`config.mk`:
```
export PLATFORM = sky130hd
export DESIGN_NAME = pulse_width_code_encoder
export DESIGN_NICKNAME = d
export VERILOG_FILES = /design/src/rtl/pwce_pkg.sv /design/src/rtl/pwce_front.sv /design/src/rtl/pwce_jobq.sv /design/src/rtl/pwce_back.sv /design/src/rtl/pulse_width_code_encoder.sv
export VERILOG_INCLUDE_DIRS = /design/src /design/src/rtl
export SDC_FILE = /design/constraint.sdc
export NUM_CORES = 1
export LEC_CHECK = 0
export ABC_AREA = 1
export ABC_CLOCK_PERIOD_IN_PS = 6750
export BUFFER_PORTS_ARGS = -buffer_cell sky130_fd_sc_hd__buf_2
export CAP_MARGIN = 10
export CORE_ASPECT_RATIO = 0.75
export CORE_MARGIN = 3
export CORE_UTILIZATION = 45
export CTS_BUF_LIST = sky130_fd_sc_hd__clkbuf_8 sky130_fd_sc_hd__clkbuf_16
export CTS_CLUSTER_DIAMETER = 200
export DETAILED_ROUTE_END_ITERATION = 12
export SLEW_MARGIN = 15
export SYNTH_ARGS = -nofsm -noshare
export SYNTH_HDL_FRONTEND = slang
export SYNTH_SLANG_ARGS = --single-unit
```
`constraint.sdc`:
```
create_clock -name clk -period 6.75 [get_ports clk]
set_input_delay 0.675 -clock clk [delete_from_list [all_inputs] [get_ports clk]]
set_output_delay 0.675 -clock clk [all_outputs]
set_load 0.02 [all_outputs]
```
`src/rtl/pulse_width_code_encoder_macros.svh`:
```
// ----------------------------------------------------------------------------
// pulse width code encoder assertion macros
// shared property forms for the encoder's concurrent checks
// ----------------------------------------------------------------------------
`ifndef PULSE_WIDTH_CODE_ENCODER_MACROS_SVH
`define PULSE_WIDTH_CODE_ENCODER_MACROS_SVH

// same-cycle implication, reset masked
`define PWCE_ASSERT_SAME(lbl, ante, cons, msg) \
  lbl: assert property (@(posedge clk) disable iff (!rst_n) (ante) |-> (cons)) \
    else $error(msg);

// next-cycle implication, reset masked
`define PWCE_ASSERT_NEXT(lbl, ante, cons, msg) \
  lbl: assert property (@(posedge clk) disable iff (!rst_n) (ante) |=> (cons)) \
    else $error(msg);

`endif

```
`src/rtl/pwce_pkg.sv`:
```
// ----------------------------------------------------------------------------
// pwce_pkg
// types, widths and timing profile table of the pulse width code encoder
// ----------------------------------------------------------------------------
package pwce_pkg;

  localparam int NumProfiles = 12;
  localparam int TableRows   = 12;
  localparam int MaxBits     = 32;

  localparam int IdxW    = 4;
  localparam int BitsW   = 6;
  localparam int CodeW   = 32;
  localparam int RoomW   = 8;
  localparam int DurW    = 16;
  localparam int PeriodW = 10;
  localparam int FactW   = 8;
  localparam int PosW    = $clog2(CodeW);

  typedef enum logic [1:0] {
    ERR_NONE  = 2'd0,
    ERR_INDEX = 2'd1,
    ERR_ROOM  = 2'd2
  } err_code_t;

  typedef struct packed {
    logic [PeriodW-1:0] period;
    logic [FactW-1:0]   sync_hi;
    logic [FactW-1:0]   sync_lo;
    logic [FactW-1:0]   zero_hi;
    logic [FactW-1:0]   zero_lo;
    logic [FactW-1:0]   one_hi;
    logic [FactW-1:0]   one_lo;
    logic               inverted;
  } profile_t;

  // classified request handed from the front to the back
  typedef struct packed {
    logic [IdxW-1:0]  idx;
    logic [BitsW-1:0] bits;
    logic [CodeW-1:0] code;
    err_code_t        err;
  } job_t;

  typedef struct packed {
    logic [DurW-1:0] first;
    logic [DurW-1:0] second;
    logic            last;
    err_code_t       err;
  } result_t;

  typedef struct packed {
    logic full;
    logic empty;
  } q_status_t;

  function automatic profile_t profile_of(input logic [IdxW-1:0] idx);
    profile_t p;
    unique case (idx)
      4'd0:    p = '{10'd350, 8'd1,   8'd31,  8'd1,  8'd3,  8'd3,  8'd1,  1'b0};
      4'd1:    p = '{10'd650, 8'd1,   8'd10,  8'd1,  8'd2,  8'd2,  8'd1,  1'b0};
      4'd2:    p = '{10'd100, 8'd30,  8'd71,  8'd4,  8'd11, 8'd9,  8'd6,  1'b0};
      4'd3:    p = '{10'd380, 8'd1,   8'd6,   8'd1,  8'd3,  8'd3,  8'd1,  1'b0};
      4'd4:    p = '{10'd500, 8'd6,   8'd14,  8'd1,  8'd2,  8'd2,  8'd1,  1'b0};
      4'd5:    p = '{10'd450, 8'd23,  8'd1,   8'd1,  8'd2,  8'd2,  8'd1,  1'b1};
      4'd6:    p = '{10'd150, 8'd2,   8'd62,  8'd1,  8'd6,  8'd6,  8'd1,  1'b0};
      4'd7:    p = '{10'd200, 8'd3,   8'd130, 8'd7,  8'd16, 8'd3,  8'd16, 1'b0};
      4'd8:    p = '{10'd200, 8'd130, 8'd7,   8'd16, 8'd7,  8'd16, 8'd3,  1'b1};
      4'd9:    p = '{10'd365, 8'd18,  8'd1,   8'd3,  8'd1,  8'd1,  8'd3,  1'b1};
      4'd10:   p = '{10'd270, 8'd36,  8'd1,   8'd1,  8'd2,  8'd2,  8'd1,  1'b1};
      4'd11:   p = '{10'd320, 8'd36,  8'd1,   8'd1,  8'd2,  8'd2,  8'd1,  1'b1};
      default: p = '0;
    endcase
    return p;
  endfunction

endpackage

```
`src/rtl/pwce_front.sv`:
```
// ----------------------------------------------------------------------------
// pwce_front
// accepts code requests, checks index and room, queues a classified job
// ----------------------------------------------------------------------------
module pwce_front (
  input  logic                          in_push,
  output logic                          in_full,
  input  logic [pwce_pkg::IdxW-1:0]     in_protocol_index,
  input  logic [pwce_pkg::BitsW-1:0]    in_bit_count,
  input  logic [pwce_pkg::CodeW-1:0]    in_code_value,
  input  logic [pwce_pkg::RoomW-1:0]    in_room,
  input  pwce_pkg::q_status_t           jq_status,
  output logic                          jq_push,
  output pwce_pkg::job_t                jq_din
);
  import pwce_pkg::*;

  logic [BitsW-1:0] bits_sat;
  logic [BitsW+2:0] need;
  logic             idx_bad;
  logic             room_bad;

  always_comb begin
    bits_sat = (in_bit_count > BitsW'(MaxBits)) ? BitsW'(MaxBits) : in_bit_count;
    need     = (BitsW+3)'({bits_sat, 1'b0}) + (BitsW+3)'(2);
    idx_bad  = ((IdxW+1)'(in_protocol_index) >= (IdxW+1)'(NumProfiles)) ||
               ((IdxW+1)'(in_protocol_index) >= (IdxW+1)'(TableRows));
    room_bad = (BitsW+3)'(in_room) < need;

    jq_din.idx  = in_protocol_index;
    jq_din.bits = bits_sat;
    jq_din.code = in_code_value;
    // index check wins over room check
    if (idx_bad) begin
      jq_din.err = ERR_INDEX;
    end else if (room_bad) begin
      jq_din.err = ERR_ROOM;
    end else begin
      jq_din.err = ERR_NONE;
    end
  end

  assign in_full = jq_status.full;
  assign jq_push = in_push && !jq_status.full;

endmodule

```
`src/rtl/pwce_jobq.sv`:
```
// ----------------------------------------------------------------------------
// pwce_jobq
// two-entry job queue between the request front and the symbol back
// ----------------------------------------------------------------------------
module pwce_jobq (
  input  logic                clk,
  input  logic                rst_n,
  input  logic                push,
  input  pwce_pkg::job_t      din,
  input  logic                pop,
  output pwce_pkg::job_t      dout,
  output pwce_pkg::q_status_t status
);
  import pwce_pkg::*;

  job_t       ent_r [2];
  logic       wp_r, wp_nxt;
  logic       rp_r, rp_nxt;
  logic [1:0] cnt_r, cnt_nxt;
  logic       do_push, do_pop;

  assign status.full  = (cnt_r == 2'd2);
  assign status.empty = (cnt_r == 2'd0);
  assign dout         = ent_r[rp_r];

  assign do_push = push && !status.full;
  assign do_pop  = pop && !status.empty;

  always_comb begin
    wp_nxt  = do_push ? ~wp_r : wp_r;
    rp_nxt  = do_pop ? ~rp_r : rp_r;
    cnt_nxt = cnt_r + 2'(do_push) - 2'(do_pop);
  end

  always_ff @(posedge clk) begin
    if (!rst_n) begin
      wp_r  <= 1'b0;
      rp_r  <= 1'b0;
      cnt_r <= 2'd0;
    end else begin
      wp_r  <= wp_nxt;
      rp_r  <= rp_nxt;
      cnt_r <= cnt_nxt;
    end
  end

  always_ff @(posedge clk) begin
    if (do_push) begin
      ent_r[wp_r] <= din;
    end
  end

endmodule

```
`src/rtl/pwce_back.sv`:
```
// ----------------------------------------------------------------------------
// pwce_back
// job -> sync symbol and one symbol per bit, msb first; error job -> one beat
// ----------------------------------------------------------------------------
module pwce_back (
  input  logic                          clk,
  input  logic                          rst_n,
  input  pwce_pkg::job_t                jq_dout,
  input  pwce_pkg::q_status_t           jq_status,
  output logic                          jq_pop,
  output logic                          out_empty,
  input  logic                          out_pop,
  output logic signed [pwce_pkg::DurW-1:0] out_first_pulse_us,
  output logic signed [pwce_pkg::DurW-1:0] out_second_pulse_us,
  output logic                          out_last_symbol,
  output logic [1:0]                    out_error_code
);
  import pwce_pkg::*;

  `include "pulse_width_code_encoder_macros.svh"

  logic             busy_r, busy_nxt;
  logic             sync_r, sync_nxt;
  logic [BitsW-1:0] rem_r, rem_nxt;
  job_t             job_r;

  result_t          ent_r [2];
  logic             wp_r, rp_r;
  logic [1:0]       cnt_r, cnt_nxt;

  profile_t             prof;
  logic                 load, emit, take;
  logic [PosW-1:0]      pos;
  logic                 bit_val;
  logic [FactW-1:0]     fac_hi, fac_lo;
  logic [PeriodW+FactW-1:0] prod_hi, prod_lo;
  logic [DurW-1:0]      dur_hi, dur_lo;
  result_t              sym;

  assign prof    = profile_of(job_r.idx);
  assign load    = !busy_r && !jq_status.empty;
  assign jq_pop  = load;
  assign emit    = busy_r && (cnt_r != 2'd2);
  assign take    = out_pop && (cnt_r != 2'd0);
  assign pos     = PosW'(rem_r - BitsW'(1));
  assign bit_val = job_r.code[pos];

  always_comb begin
    if (sync_r) begin
      fac_hi = prof.sync_hi;
      fac_lo = prof.sync_lo;
    end else if (bit_val) begin
      fac_hi = prof.one_hi;
      fac_lo = prof.one_lo;
    end else begin
      fac_hi = prof.zero_hi;
      fac_lo = prof.zero_lo;
    end
    prod_hi = (PeriodW+FactW)'(prof.period) * (PeriodW+FactW)'(fac_hi);
    prod_lo = (PeriodW+FactW)'(prof.period) * (PeriodW+FactW)'(fac_lo);
    dur_hi  = DurW'(prod_hi);
    dur_lo  = DurW'(prod_lo);

    if (job_r.err != ERR_NONE) begin
      sym.first  = '0;
      sym.second = '0;
      sym.last   = 1'b1;
      sym.err    = job_r.err;
    end else begin
      // inverted profiles start low
      sym.first  = prof.inverted ? (DurW'(0) - dur_hi) : dur_hi;
      sym.second = prof.inverted ? dur_lo : (DurW'(0) - dur_lo);
      sym.last   = sync_r ? (job_r.bits == '0) : (rem_r == BitsW'(1));
      sym.err    = ERR_NONE;
    end
  end

  always_comb begin
    busy_nxt = busy_r;
    sync_nxt = sync_r;
    rem_nxt  = rem_r;
    if (load) begin
      busy_nxt = 1'b1;
      sync_nxt = 1'b1;
    end else if (emit) begin
      sync_nxt = 1'b0;
      rem_nxt  = sync_r ? job_r.bits : rem_r - BitsW'(1);
      if (sym.last) begin
        busy_nxt = 1'b0;
      end
    end
    cnt_nxt = cnt_r + 2'(emit) - 2'(take);
  end

  always_ff @(posedge clk) begin
    if (!rst_n) begin
      busy_r <= 1'b0;
      sync_r <= 1'b0;
      wp_r   <= 1'b0;
      rp_r   <= 1'b0;
      cnt_r  <= 2'd0;
    end else begin
      busy_r <= busy_nxt;
      sync_r <= sync_nxt;
      wp_r   <= emit ? ~wp_r : wp_r;
      rp_r   <= take ? ~rp_r : rp_r;
      cnt_r  <= cnt_nxt;
    end
  end

  always_ff @(posedge clk) begin
    rem_r <= rem_nxt;
    if (load) begin
      job_r <= jq_dout;
    end
    if (emit) begin
      ent_r[wp_r] <= sym;
    end
  end

  assign out_empty           = (cnt_r == 2'd0);
  assign out_first_pulse_us  = ent_r[rp_r].first;
  assign out_second_pulse_us = ent_r[rp_r].second;
  assign out_last_symbol     = ent_r[rp_r].last;
  assign out_error_code      = ent_r[rp_r].err;

  `PWCE_ASSERT_SAME(a_out_cnt_bound, 1'b1, cnt_r != 2'd3, "result queue count overflow")
  `PWCE_ASSERT_SAME(a_bit_pending, busy_r && !sync_r, rem_r != '0,
    "bit symbol with no bits left")
  `PWCE_ASSERT_NEXT(a_last_ends_run, emit && sym.last, !busy_r,
    "sequencer still busy after last symbol")
  `PWCE_ASSERT_SAME(a_err_item_shape, !out_empty && (out_error_code != ERR_NONE),
    out_last_symbol && (out_first_pulse_us == '0) && (out_second_pulse_us == '0),
    "malformed error beat")

endmodule

```
`src/rtl/pulse_width_code_encoder.sv`:
```
// an accepted request passes a job queue entry and the sequencer's job register; its
//   first beat then sits in a result queue entry, on the outputs; a request is a load
//   step, the sync symbol and one symbol per bit; an error item is a load step and
//   one beat; the sequencer emits one beat per cycle while the result queue has room;
//   a two-entry job queue lets the next request be taken while a run is in progress
// reset: synchronous active-low rst_n empties both queues and idles the sequencer
// ----------------------------------------------------------------------------
// pulse_width_code_encoder
// on-off-keyed remote code encoder: request in, signed pulse pairs out
// ----------------------------------------------------------------------------
module pulse_width_code_encoder (
  input  logic                             clk,
  input  logic                             rst_n,
  input  logic                             in_push,
  output logic                             in_full,
  input  logic [pwce_pkg::IdxW-1:0]        in_protocol_index,
  input  logic [pwce_pkg::BitsW-1:0]       in_bit_count,
  input  logic [pwce_pkg::CodeW-1:0]       in_code_value,
  input  logic [pwce_pkg::RoomW-1:0]       in_room,
  output logic                             out_empty,
  input  logic                             out_pop,
  output logic signed [pwce_pkg::DurW-1:0] out_first_pulse_us,
  output logic signed [pwce_pkg::DurW-1:0] out_second_pulse_us,
  output logic                             out_last_symbol,
  output logic [1:0]                       out_error_code
);
  import pwce_pkg::*;

  job_t      jq_din, jq_dout;
  logic      jq_push, jq_pop;
  q_status_t jq_status;

  pwce_front u_front (
    .in_push           (in_push),
    .in_full           (in_full),
    .in_protocol_index (in_protocol_index),
    .in_bit_count      (in_bit_count),
    .in_code_value     (in_code_value),
    .in_room           (in_room),
    .jq_status         (jq_status),
    .jq_push           (jq_push),
    .jq_din            (jq_din)
  );

  pwce_jobq u_jobq (
    .clk    (clk),
    .rst_n  (rst_n),
    .push   (jq_push),
    .din    (jq_din),
    .pop    (jq_pop),
    .dout   (jq_dout),
    .status (jq_status)
  );

  pwce_back u_back (
    .clk                 (clk),
    .rst_n               (rst_n),
    .jq_dout             (jq_dout),
    .jq_status           (jq_status),
    .jq_pop              (jq_pop),
    .out_empty           (out_empty),
    .out_pop             (out_pop),
    .out_first_pulse_us  (out_first_pulse_us),
    .out_second_pulse_us (out_second_pulse_us),
    .out_last_symbol     (out_last_symbol),
    .out_error_code      (out_error_code)
  );

endmodule
```
# After elaboration in Yosys (flattened, before gate mapping)
# Memories as Yosys holds them, arrays and structs flattened. A register that Yosys moved wholly into a read port is not among the register bits.
# Index checks and enable logic that the tools add are counted.
classes:
  n_addsub: 8
  n_mul: 2
  div: 0
  n_lt_le_gt_ge: 4
  n_eq_ne: 3
  shifts: 0
  n_mux: 25
  bitwise_logic: 5
  reduce_logical: 18
op_table:
  columns: ["operator", "count"]
  rows:
  - ["two-way mux 35 bit", 1]
  - ["multiplier 10 x 8 -> 16 bit", 2]
  - ["two-way mux 16 bit", 2]
  - ["two-way mux 8 bit", 4]
  - ["subtractor 1 x 16 -> 16 bit (first input constant)", 2]
  - ["two-way mux 1 bit", 13]
  - ["two-way mux 6 bit", 2]
  - ["< comparator 8 x 9 -> 1 bit", 1]
  - ["adder 7 x 2 -> 8 bit (second input constant)", 1]
  - ["nonzero test 2 bit", 4]
  - ["== test 6 x 1 -> 1 bit (second input constant)", 1]
  - ["> comparator 6 bit (second input constant)", 1]
  - ["logical AND 1 bit", 6]
  - ["zero test 6 bit", 1]
  - ["< comparator 5 x 6 -> 1 bit (second input constant)", 1]
  - ["subtractor 6 x 1 -> 6 bit (second input constant)", 1]
  - ["binary-select mux 1 bit (select 5 bit)", 1]
  - ["inverter 1 bit", 5]
  - ["adder 2 x 1 -> 2 bit", 2]
  - ["greater-or-equal comparator 4 bit (second input constant)", 1]
  - ["zero test 2 bit", 2]
  - ["two-way mux 2 bit", 2]
  - ["AND reduction 2 bit", 2]
  - ["subtractor 2 x 1 -> 2 bit", 2]
  - ["3 further kinds", 5]
word_totals:
  ff_bits: 16
  latchBits: 0
  ramBits: 158
  mem_bits_ro: 704
  in_bits: 54
  out_inout_bits: 37
  mem_count: 3
memory_table:
  columns: ["name", "depth", "width", "rd", "rd_clocked_by_memory_dff", "write_ports", "line", "source"]
  rows:
  - ["(no name shown)", 16, 44, 1, 0, 0, "pwce_pkg.sv:59", "unique case (idx)"]
  - ["u_jobq.ent_r", 2, 44, 1, 1, 1, "pwce_jobq.sv:16", "job_t ent_r [2];"]
  - ["u_back.ent_r", 2, 35, 1, 1, 1, "pwce_back.sv:27", "result_t ent_r [2];"]

# Longest topological paths before layout
# Gate-level depths: netlist of the first run.
depth:
  word_depth: 12
  ltp_mapped: 41

# Cells and area by module
# Synthesis of the first run repeated with hierarchy kept, for this count alone.
hier_totals:
  cells_unflattened: 1558
  area_unflattened_um2: 15904.0
by_module_without_submodules:
  columns: ["module", "n_inst", "cells_each", "area_per_inst_um2", "seq_area_each_um2"]
  rows:
  - ["pwce_back", 1, 1292, 11708.7, 4444.3]
  - ["pwce_jobq", 1, 175, 3627.2, 2742.6]
  - ["pwce_front", 1, 91, 568.0, 0.0]

# Worst setup path after synthesis of the first run
# No wires, ideal clock.
synth_path:
  path_kind: "register to register"
  from: "register u_back.rem_r[0]"
  to: "memory u_back.ent_r[0][18] (netlist name) (data pin)"
  setup_ns: 0.257
  arrival_ns: 5.927
  required_time_ns: 6.493
  path_slack_ns: 0.565
  path_stages_with_launch: 36
  n_path_buf: 3
  cell_sequence: "edfxtp_1 -> buf_6 -> inv_6 -> buf_6 -> ha_1 -> buf_2 -> inv_2 -> nand3_1 -> nand3_1 -> nand3_2 -> nand3b_4 -> nand2_4 -> inv_2 -> nand2_1 -> nor2_2 -> a21oi_4 -> or2_1 -> fa_1 -> inv_1 -> fa_1 -> fa_1 -> inv_1 -> fa_1 -> inv_1 -> ha_1 -> inv_1 -> o21ai_0 -> a21oi_1 -> nand2_1 -> a21oi_1 -> xor2_1 -> nand2_1 -> o21ai_0 -> nand3_1 -> nand2_1 -> nor2_1"
synth_rtl:
  columns: ["element", "line", "source"]
  rows:
  - ["start, declared", "pwce_back.sv:24", "logic [BitsW-1:0] rem_r, rem_nxt;"]
  - ["start signal, assigned", "pwce_back.sv:112", "rem_r <= rem_nxt;"]
  - ["end, declared", "pwce_back.sv:27", null]

==> flow_summary.json, run 1 <==
{
  "synth_common_cells": "nand2_1, inv_1, edfxtp_1",
  "max_freq_mhz": 155,
  "grt_pass1_vias": 10400,
  "routedWlPerCell_um": 15.0,
  "period_minus_slack_ns": 6.43,
  "die_y_um": 163,
  "clk_latency_ns": 0.53,
  "dp_hpwl_mm": 23.7,
  "min_period_over_period_pct": 95.3,
  "async_flop_share_pct": 0,
  "yosysMostFrequentCell": "nand2_1",
  "synth_ff_type": "edfxtp_1",
  "grtUsageTotal_pct": 18.6,
  "met1_length_mm": 16.0,
  "fin_nets": 1902,
  "status": "finished, final reports clean",
  "max_slew_margin_pct": 27.3,
  "netlist_instances": 1543,
  "cts_tree": "built",
  "core.rowCount": 56,
  "end_kind": "flop",
  "cp_max_fo": 6,
  "grt_max_degree": 47,
  "cts_buffers": 24,
  "die_area_mm2": 0.0350,
  "synth-edff-count": 208,
  "synthTopCellsByArea": "edfxtp_1, fa_1, nand2_1, ha_1, inv_1",
  "drt_iter0_markers": 773,
  "path_class": "reg2reg",
  "routed_wirelength_mm": 31.8,
  "drc_errors": 0,
  "cp_slowest_cell": "fa_1",
  "seq_area_frac_synth_pct": 43.9,
  "multi_input_area_mm2": 0.00732,
  "avgSynthCellArea_um2": 9.55,
  "yosysUniqueCellTypes": 54,
  "die_x_um": 215,
  "topRoutingLayerUsed": "met5",
  "coreArea_mm2": 0.0317,
  "cp_slowest_stage_delay_ns": 0.54,
  "maxCapViolCount": 0,
  "dr_wl_met3_mm": 1.86,
  "crit_required_ns": 7.03,
  "gp_congestion": 0.914,
  "root_buffer": "clkbuf_16",
  "yosysTopAreaCellShare_pct": 42.4,
  "clock_path_buffers": 3,
  "vias_per_cell": 4.99,
  "ant_nets": 0,
  "worst_pin_slew_ns": 1.09,
  "first_pass_iters": 5,
  "met2WireLength_mm": 13.4,
  "h-tree-depth": 1,
  "final-max-slew-violation-count": 0,
  "vias": 10600,
  "portBuffers": 89,
  "syn_area_mm2": 0.0147,
  "setup_tns_ns": 0,
  "cp.arrival_ns": 6.71,
  "syn_to_final_growth_pct": 14.5,
  "path_clk_slew_ns": 0.06,
  "ys_warn_count": 0,
  "drive_above_1_share_pct": 16.4,
  "grt_pass1_wl_mm": 52.8,
  "hold_viol": 0,
  "finClkSkew_ns": 0.0108,
  "overflow": 0,
  "regArea_mm2": 0.00647,
  "diodes": 0,
  "cts.sinks": 219,
  "io_pins": 91,
  "synth_seq_cells": 219,
  "synth_area_leader_cell": "edfxtp_1",
  "antenna_found_initial": 1,
  "n_fill_cell": 2870,
  "startpoint_type": "flop",
  "hold_path.class": "in2reg",
  "postLayoutCoreUtil_pct": 53.2,
  "hold_buffers": 0,
  "start_util_pct": 46.4,
  "setup_violations": 0
}
-- kinds of logic after synthesis --
group,synth area share (%)
compound gates,4.97
mux,2.67
other cells,0.0509
flops,43.9
simple gates,19.4
fa+ha+maj,19.4
xor+xnor,2.13
buf+inv,7.47
-- state kept, by name, indices dropped and copies added (netlist names), named ones only --
register	flops
u_back.rp_r	1
u_jobq.cnt_r	2
u_back.ent_r	70
u_back.sync_r	1
u_back.cnt_r	2
u_jobq.ent_r	88
u_back.rem_r	6
u_back.busy_r	1
u_back.wp_r	1
u_jobq.wp_r	1
u_back.job_r	44
u_jobq.rp_r	1
-- worst max-delay path: cells and delay by family, from the launching register on --
| kind | cells | cell delay, ns |
|---|---|---|
| fa+ha+maj | 6 | 2.70 |
| flops | 1 | 0.48 |
| xor+xnor | 1 | 0.25 |
| buf+inv | 7 | 0.56 |
| compound gates | 5 | 0.72 |
| simple gates | 13 | 1.49 |
-- routing by layer --
layer	GRT usage, %	vias to the layer above
li1	-	5259
met1	28.3	5054
met2	28.1	250
met3	3.10	35
met4	3.69	2
met5	0	-
-- layout by cell type (no fill, tap or decap), types with 12 or more instances in the layout --
cell,netlist,final
a21oi_1,56,53
buf_2,3,89
buf_4,1,42
clkbuf_16,0,26
edfxtp_1,208,208
fa_1,85,85
ha_1,93,92
inv_1,227,224
mux2_2,35,35
nand2_1,327,325
nand3_1,82,82
nor2_1,196,190
nor3_1,15,12
o21ai_0,34,33
xor2_1,26,23
-- worst paths after layout --
kind | to | from | depth (start not counted) | slack, ns
worst min register to register | flop | u_back.rp_r$_SDFFE_PN0P_ | 1 | 0.46
worst max register to register | u_back.ent_r[0][18]$_DFFE_PP_ | u_back.rem_r[0]$_DFFE_PP_ | 32 | 0.32
worst max-delay path | u_back.ent_r[0][18]$_DFFE_PP_ | u_back.rem_r[0]$_DFFE_PP_ | 32 | 0.32
worst min-delay path | u_jobq.ent_r[1][24]$_DFFE_PP_ | in_code_value[22] | 1 | 0.33
-- area by class of cell --
type / count / share of cell area [%]
inverter: 239 / 5.37
tap: 435 / 3.22
sequential: 219 / 38.3
clock inverter: 17 / 1.10
timing repair buffer: 133 / 4.69
clock buffer: 27 / 3.94
multi-input combinational: 1053 / 43.4
-- repair_timing --
item,4_1_cts,5_1_grt
resized for setup,0,27
endpoints found under the setup margin,0,26
buffers inserted,0,10
endpoints found under the hold margin,0,0
-- stage by stage --
step | setup slack, ns | hold slack [ns] | instance area, um2 | instances
CTS | 0.217 | 0.307 | 16700 | 2113
floorplan | 0.565 | 0.426 | 14800 | 1552
global route | -0.0619 | 0.316 | 16900 | 2123
detailed placement | 0.247 | 0.452 | 15900 | 2069
global placement | 0.285 | 0.436 | 15900 | 2069
finish | 0.317 | 0.332 | 16900 | 2123
Power of run 1 is not shown: default switching activity piles up to over one toggle a cycle in this logic, so the estimate is an artifact.
==> inputs of run 2 (changes only) <==
Settings changed: ABC_AREA 1 to default, SYNTH_HIERARCHICAL from default to 1.
==> flow_summary.json, run 2 <==
{
  "grtUsageTotal_pct": 17.2,
  "cts_tree": "built",
  "synth_area_leader_cell": "edfxtp_1",
  "grt_max_degree": 50,
  "regMostFlops": "u_jobq/ent_r",
  "first_pass_iters": 5,
  "reg_top3": "u_jobq/ent_r x88, u_back/ent_r x70, u_back/job_r x44",
  "root_buffer": "clkbuf_16",
  "ys_warn_count": 6,
  "finClkSkew_ns": 0.0147,
  "grt_pass1_wl_mm": 52.9,
  "seq_area_frac_synth_pct": 45.0,
  "yosysMostFrequentCell": "edfxtp_1",
  "cp.arrival_ns": 7.38,
  "die_y_um": 169,
  "antenna_found_initial": 0,
  "drt_iter0_markers": 619,
  "synth_ff_type": "edfxtp_1",
  "portBuffers": 89,
  "cp_slowest_cell": "or4_4",
  "synthTopCellsByArea": "edfxtp_1, fa_1, ha_1, dfxtp_1, mux2_4",
  "drc_errors": 0,
  "path_class": "reg2reg",
  "cp_max_fo": 5,
  "worst_pin_slew_ns": 1.06,
  "stdcell_area_mm2": 0.0189,
  "start_util_pct": 45.8,
  "path_clk_slew_ns": 0.06,
  "worst_slack_ns": -0.381,
  "yosysTopAreaCellShare_pct": 39.1,
  "gp_congestion": 0.831,
  "vias_per_cell": 5.03,
  "mostFrequentLayoutCell": "edfxtp_1",
  "max_slew_margin_pct": 29.4,
  "synth_seq_cells": 255,
  "routed_wirelength_mm": 32.1,
  "yosysUniqueCellTypes": 72,
  "async_flop_share_pct": 0,
  "postLayoutCoreUtil_pct": 54.1,
  "avgSynthCellArea_um2": 11.8,
  "die_x_um": 224,
  "grt_pass1_vias": 10000,
  "hold_path.class": "in2reg",
  "topRoutingLayerUsed": "met4",
  "crit_top_cell": "fa_1",
  "dr_wl_met3_mm": 1.59,
  "dp_hpwl_mm": 22.7,
  "final-max-slew-violation-count": 0,
  "max_freq_mhz": 140,
  "hold_viol": 0,
  "syn_area_mm2": 0.0160,
  "vias": 10000,
  "hold_buffers": 0,
  "netlist_instances": 1351,
  "met2WireLength_mm": 13.4,
  "min_period_over_period_pct": 106,
  "cts_buffers": 26,
  "h-tree-depth": 1,
  "violations": "negative setup slack",
  "setup_violations": 24,
  "layout_common_cells": "edfxtp_1, inv_1, buf_4, buf_2, nor2_1",
  "cp_slowest_stage_delay_ns": 0.55,
  "drive_above_1_share_pct": 28.4,
  "instances_no_fill": 1993,
  "synth_fp_nets": 1581,
  "synth-edff-count": 208,
  "crit_required_ns": 7.00,
  "diodes": 0,
  "status": "finished, violations left",
  "largest_reg_flops": 88,
  "ant_nets": 0,
  "fin_nets": 1746,
  "routedWlPerCell_um": 16.1,
  "clock_path_buffers": 3,
  "maxCapViolCount": 0,
  "end_kind": "flop",
  "die_area_mm2": 0.0378,
  "clk_latency_ns": 0.55,
  "synth_common_cells": "edfxtp_1, inv_1, ha_1",
  "dp_cells": 1911,
  "core.rowCount": 59,
  "overflow": 0,
  "cts.sinks": 255,
  "placed_cell_area_mm2": 0.0173,
  "rsz0062_at_grt": "true",
  "startpoint_type": "flop",
  "syn_to_final_growth_pct": 18.1,
  "io_pins": 91,
  "period_minus_slack_ns": 7.13,
  "met1_length_mm": 16.7,
  "coreArea_mm2": 0.0348
}
run 2: area by class of cell:
cell class	instances	area (um2)
fill	3003	16000
multi-input combinational	856	8140
sequential	255	7190
timing repair buffer	219	1500
clock buffer	32	756
inverter	158	596
tap	457	572
clock inverter	16	106
run 2: layer usage:
layer  global-route usage [%]  vias up
met3                     2.97       29
met1                     27.2     4899
met4                     2.95        0
li1                         -     4911
met5                        0        -
met2                     25.3      178
run 2: final timing paths:
check / startpoint / endpoint / slack [ns] / cells past startpoint
min reg2reg: u_back/job_r[0]$_DFFE_PP_ / u_back/ent_r[0][0]$_DFFE_PP_ / 0.48 / 0
max: u_back/rem_r[1]$_DFFE_PP_ / u_back/ent_r[0][34]$_DFFE_PP_ / -0.38 / 29
min: in_code_value[8] / u_jobq/ent_r[1][10]$_DFFE_PP_ / 0.32 / 1
max reg2reg: u_back/rem_r[1]$_DFFE_PP_ / u_back/ent_r[0][34]$_DFFE_PP_ / -0.38 / 29
run 2: cells by family (layout without fill, tap and decap cells):
kind of cell	count (synthesis)	count (layout)	share of synthesized area, %
buffers and inverters	240	425	7.01
xor gates and xnor gates	67	67	3.67
muxes	107	107	8.92
and+or+nand+nor	363	363	11.7
adders and majority gates	176	176	17.8
DFF	255	255	45.0
AOI/OAI and AO/OA	142	142	5.85
other	1	1	0.0235
run 2: critical path: cells and delay by family (launching register included):
| kind | cells | cell delay, ns |
|---|---|---|
| buf+inv | 7 | 0.58 |
| fa+ha+maj | 6 | 2.29 |
| compound gates | 4 | 0.93 |
| mux | 2 | 0.53 |
| xor+xnor | 3 | 0.49 |
| simple gates | 7 | 1.59 |
| flops | 1 | 0.41 |
run 2: repair_timing:
action                                  CTS  global route
pin swaps                                33            34
hold endpoints to repair                  0             0
setup buffers                            30            10
resized for setup                        51            39
gates cloned                              1             0
endpoints found under the setup margin   24            32
run 2: stage by stage:
step	setup TNS [ns]	hold WS [ns]	setup WS, ns
5_1_grt	-13.86	0.293	-0.662
4_1_cts	-4.78	0.290	-0.317
6_report	-5.75	0.315	-0.381
3_5_place_dp	-9.14	0.461	-0.560
2_1_floorplan	-2.31	0.455	-0.247
3_3_place_gp	-6.06	0.450	-0.397
Power of run 2 is left out for the same reason.
==> inputs of run 3 (changes only) <==
--- a/config.mk
+++ b/config.mk
@@ -17,2 +17,3 @@
 export DETAILED_ROUTE_END_ITERATION = 12
+export MAX_ROUTING_LAYER = met4
 export SLEW_MARGIN = 15
==> constraint.sdc (replaced) <==
create_clock -name clk -period 6.75 [get_ports clk]
set_input_delay 1.0125 -clock clk [delete_from_list [all_inputs] [get_ports clk]]
set_output_delay 1.0125 -clock clk [all_outputs]
set_load 0.02 [all_outputs]
==> flow_summary.json, run 3 (same netlist as run 2, synthesis figures left out) <==
{
  "dp_hpwl_mm": 22.7,
  "max_slew_margin_pct": 15.4,
  "overflow": 0,
  "r2r.worst_path.cells": 28,
  "vias_per_cell": 5.01,
  "hold_depth": 0,
  "h-tree-depth": 1,
  "cts.sinks": 255,
  "worst_slack_ns": -0.348,
  "grt_pass1_vias": 10200,
  "cp.arrival_ns": 7.37,
  "vias": 10000,
  "reg_top3": "u_jobq/ent_r x88, u_back/ent_r x70, u_back/job_r x44",
  "drive_above_1_share_pct": 29.7,
  "die_y_um": 169,
  "crit_required_ns": 7.02,
  "io_pins": 91,
  "antenna_found_initial": 1,
  "clk_latency_ns": 0.56,
  "finClkSkew_ns": 0.0266,
  "layout_common_cells": "edfxtp_1, inv_1, buf_4, buf_2, ha_1",
  "worst_pin_slew_ns": 1.27,
  "hold_path.class": "reg2reg",
  "path_clk_slew_ns": 0.07,
  "fin_nets": 1757,
  "mostFrequentLayoutCell": "edfxtp_1",
  "n_fill_cell": 2964,
  "rsz0062_at_grt": "true",
  "regMostFlops": "u_jobq/ent_r",
  "die_area_mm2": 0.0378,
  "routed_wirelength_mm": 32.5,
  "core.rowCount": 59,
  "cp_max_fo": 7,
  "instances_no_fill": 2004,
  "holdWs_ns": 0.505,
  "postLayoutCoreUtil_pct": 54.4,
  "grtUsageTotal_pct": 18.2,
  "portBuffers": 89,
  "clock_path_buffers": 3,
  "grt_max_degree": 50,
  "die_x_um": 224,
  "status": "finished, violations left",
  "startpoint_type": "flop",
  "dp_cells": 1915,
  "syn_to_final_growth_pct": 18.7,
  "critical_path_depth": 28,
  "period_minus_slack_ns": 7.10,
  "multi_input_area_mm2": 0.00815,
  "gp_congestion": 0.860,
  "hold_buffers": 0,
  "hold_viol": 0,
  "cp_slowest_cell": "or4_4",
  "diodes": 0,
  "maxCapViolCount": 0,
  "final-max-slew-violation-count": 0,
  "start_util_pct": 45.8,
  "drt_iter0_markers": 480,
  "grt_pass1_wl_mm": 53.7,
  "crit_family": "adder cells",
  "largest_reg_flops": 88,
  "cp_slowest_stage_delay_ns": 0.54,
  "cts_tree": "built",
  "path_class": "reg2reg",
  "cp_num_buf_inv": 6,
  "min_period_over_period_pct": 105,
  "coreArea_mm2": 0.0348,
  "ant_nets": 0,
  "routedWlPerCell_um": 16.2,
  "cts_buffers": 26,
  "drc_errors": 0,
  "setup_violations": 24,
  "first_pass_iters": 5,
  "end_kind": "flop",
  "violations": "negative setup slack",
  "max_freq_mhz": 141,
  "root_buffer": "clkbuf_16",
  "regArea_mm2": 0.00719
}
==> run 3: cell type report <==
| class | instances | area share (%) |
|---|---|---|
| multi-input combinational | 856 | 42.9 |
| sequential | 255 | 37.9 |
| timing repair buffer | 230 | 8.44 |
| clock buffer | 31 | 3.97 |
| inverter | 158 | 3.14 |
| tap | 457 | 3.01 |
| clock inverter | 17 | 0.587 |
==> run 3: path summary, 6_finish.rpt <==
check,from,endpoint,slack (ns)
worst max-delay path,u_back/rem_r[0]$_DFFE_PP_,u_back/ent_r[1][34]$_DFFE_PP_,-0.35
worst min-delay path,u_back/job_r[0]$_DFFE_PP_,u_back/ent_r[0][0]$_DFFE_PP_,0.51
worst max register to register,u_back/rem_r[0]$_DFFE_PP_,u_back/ent_r[1][34]$_DFFE_PP_,-0.35
worst min register to register,u_back/job_r[0]$_DFFE_PP_,u_back/ent_r[0][0]$_DFFE_PP_,0.51
==> run 3: per-stage QoR <==
stage               cell area [um2]  setup TNS, ns  worst slack (ns)
finish                        19000          -5.68            -0.348
global route                  19000         -13.59            -0.644
CTS                           18700          -4.31            -0.286
detailed placement            17300          -8.90            -0.536
global placement              17300          -6.61            -0.414
floorplan                     16100          -2.31            -0.247
==> run 3: repair_timing <==
action,in CTS,in global routing
pin swaps,21,24
cloned,1,0
buffers inserted,37,9
setup endpoints to repair,24,30
resized for setup,55,45
==> run 3: per-layer routing <==
| metal | global-route usage (%) | routed length [um] |
|---|---|---|
| met2 | 25.9 | 13500 |
| met5 | - | 0 |
| met3 | 2.37 | 1360 |
| met1 | 27.6 | 17100 |
| met4 | 4.20 | 565 |
Power of run 3 is left out for the same reason.
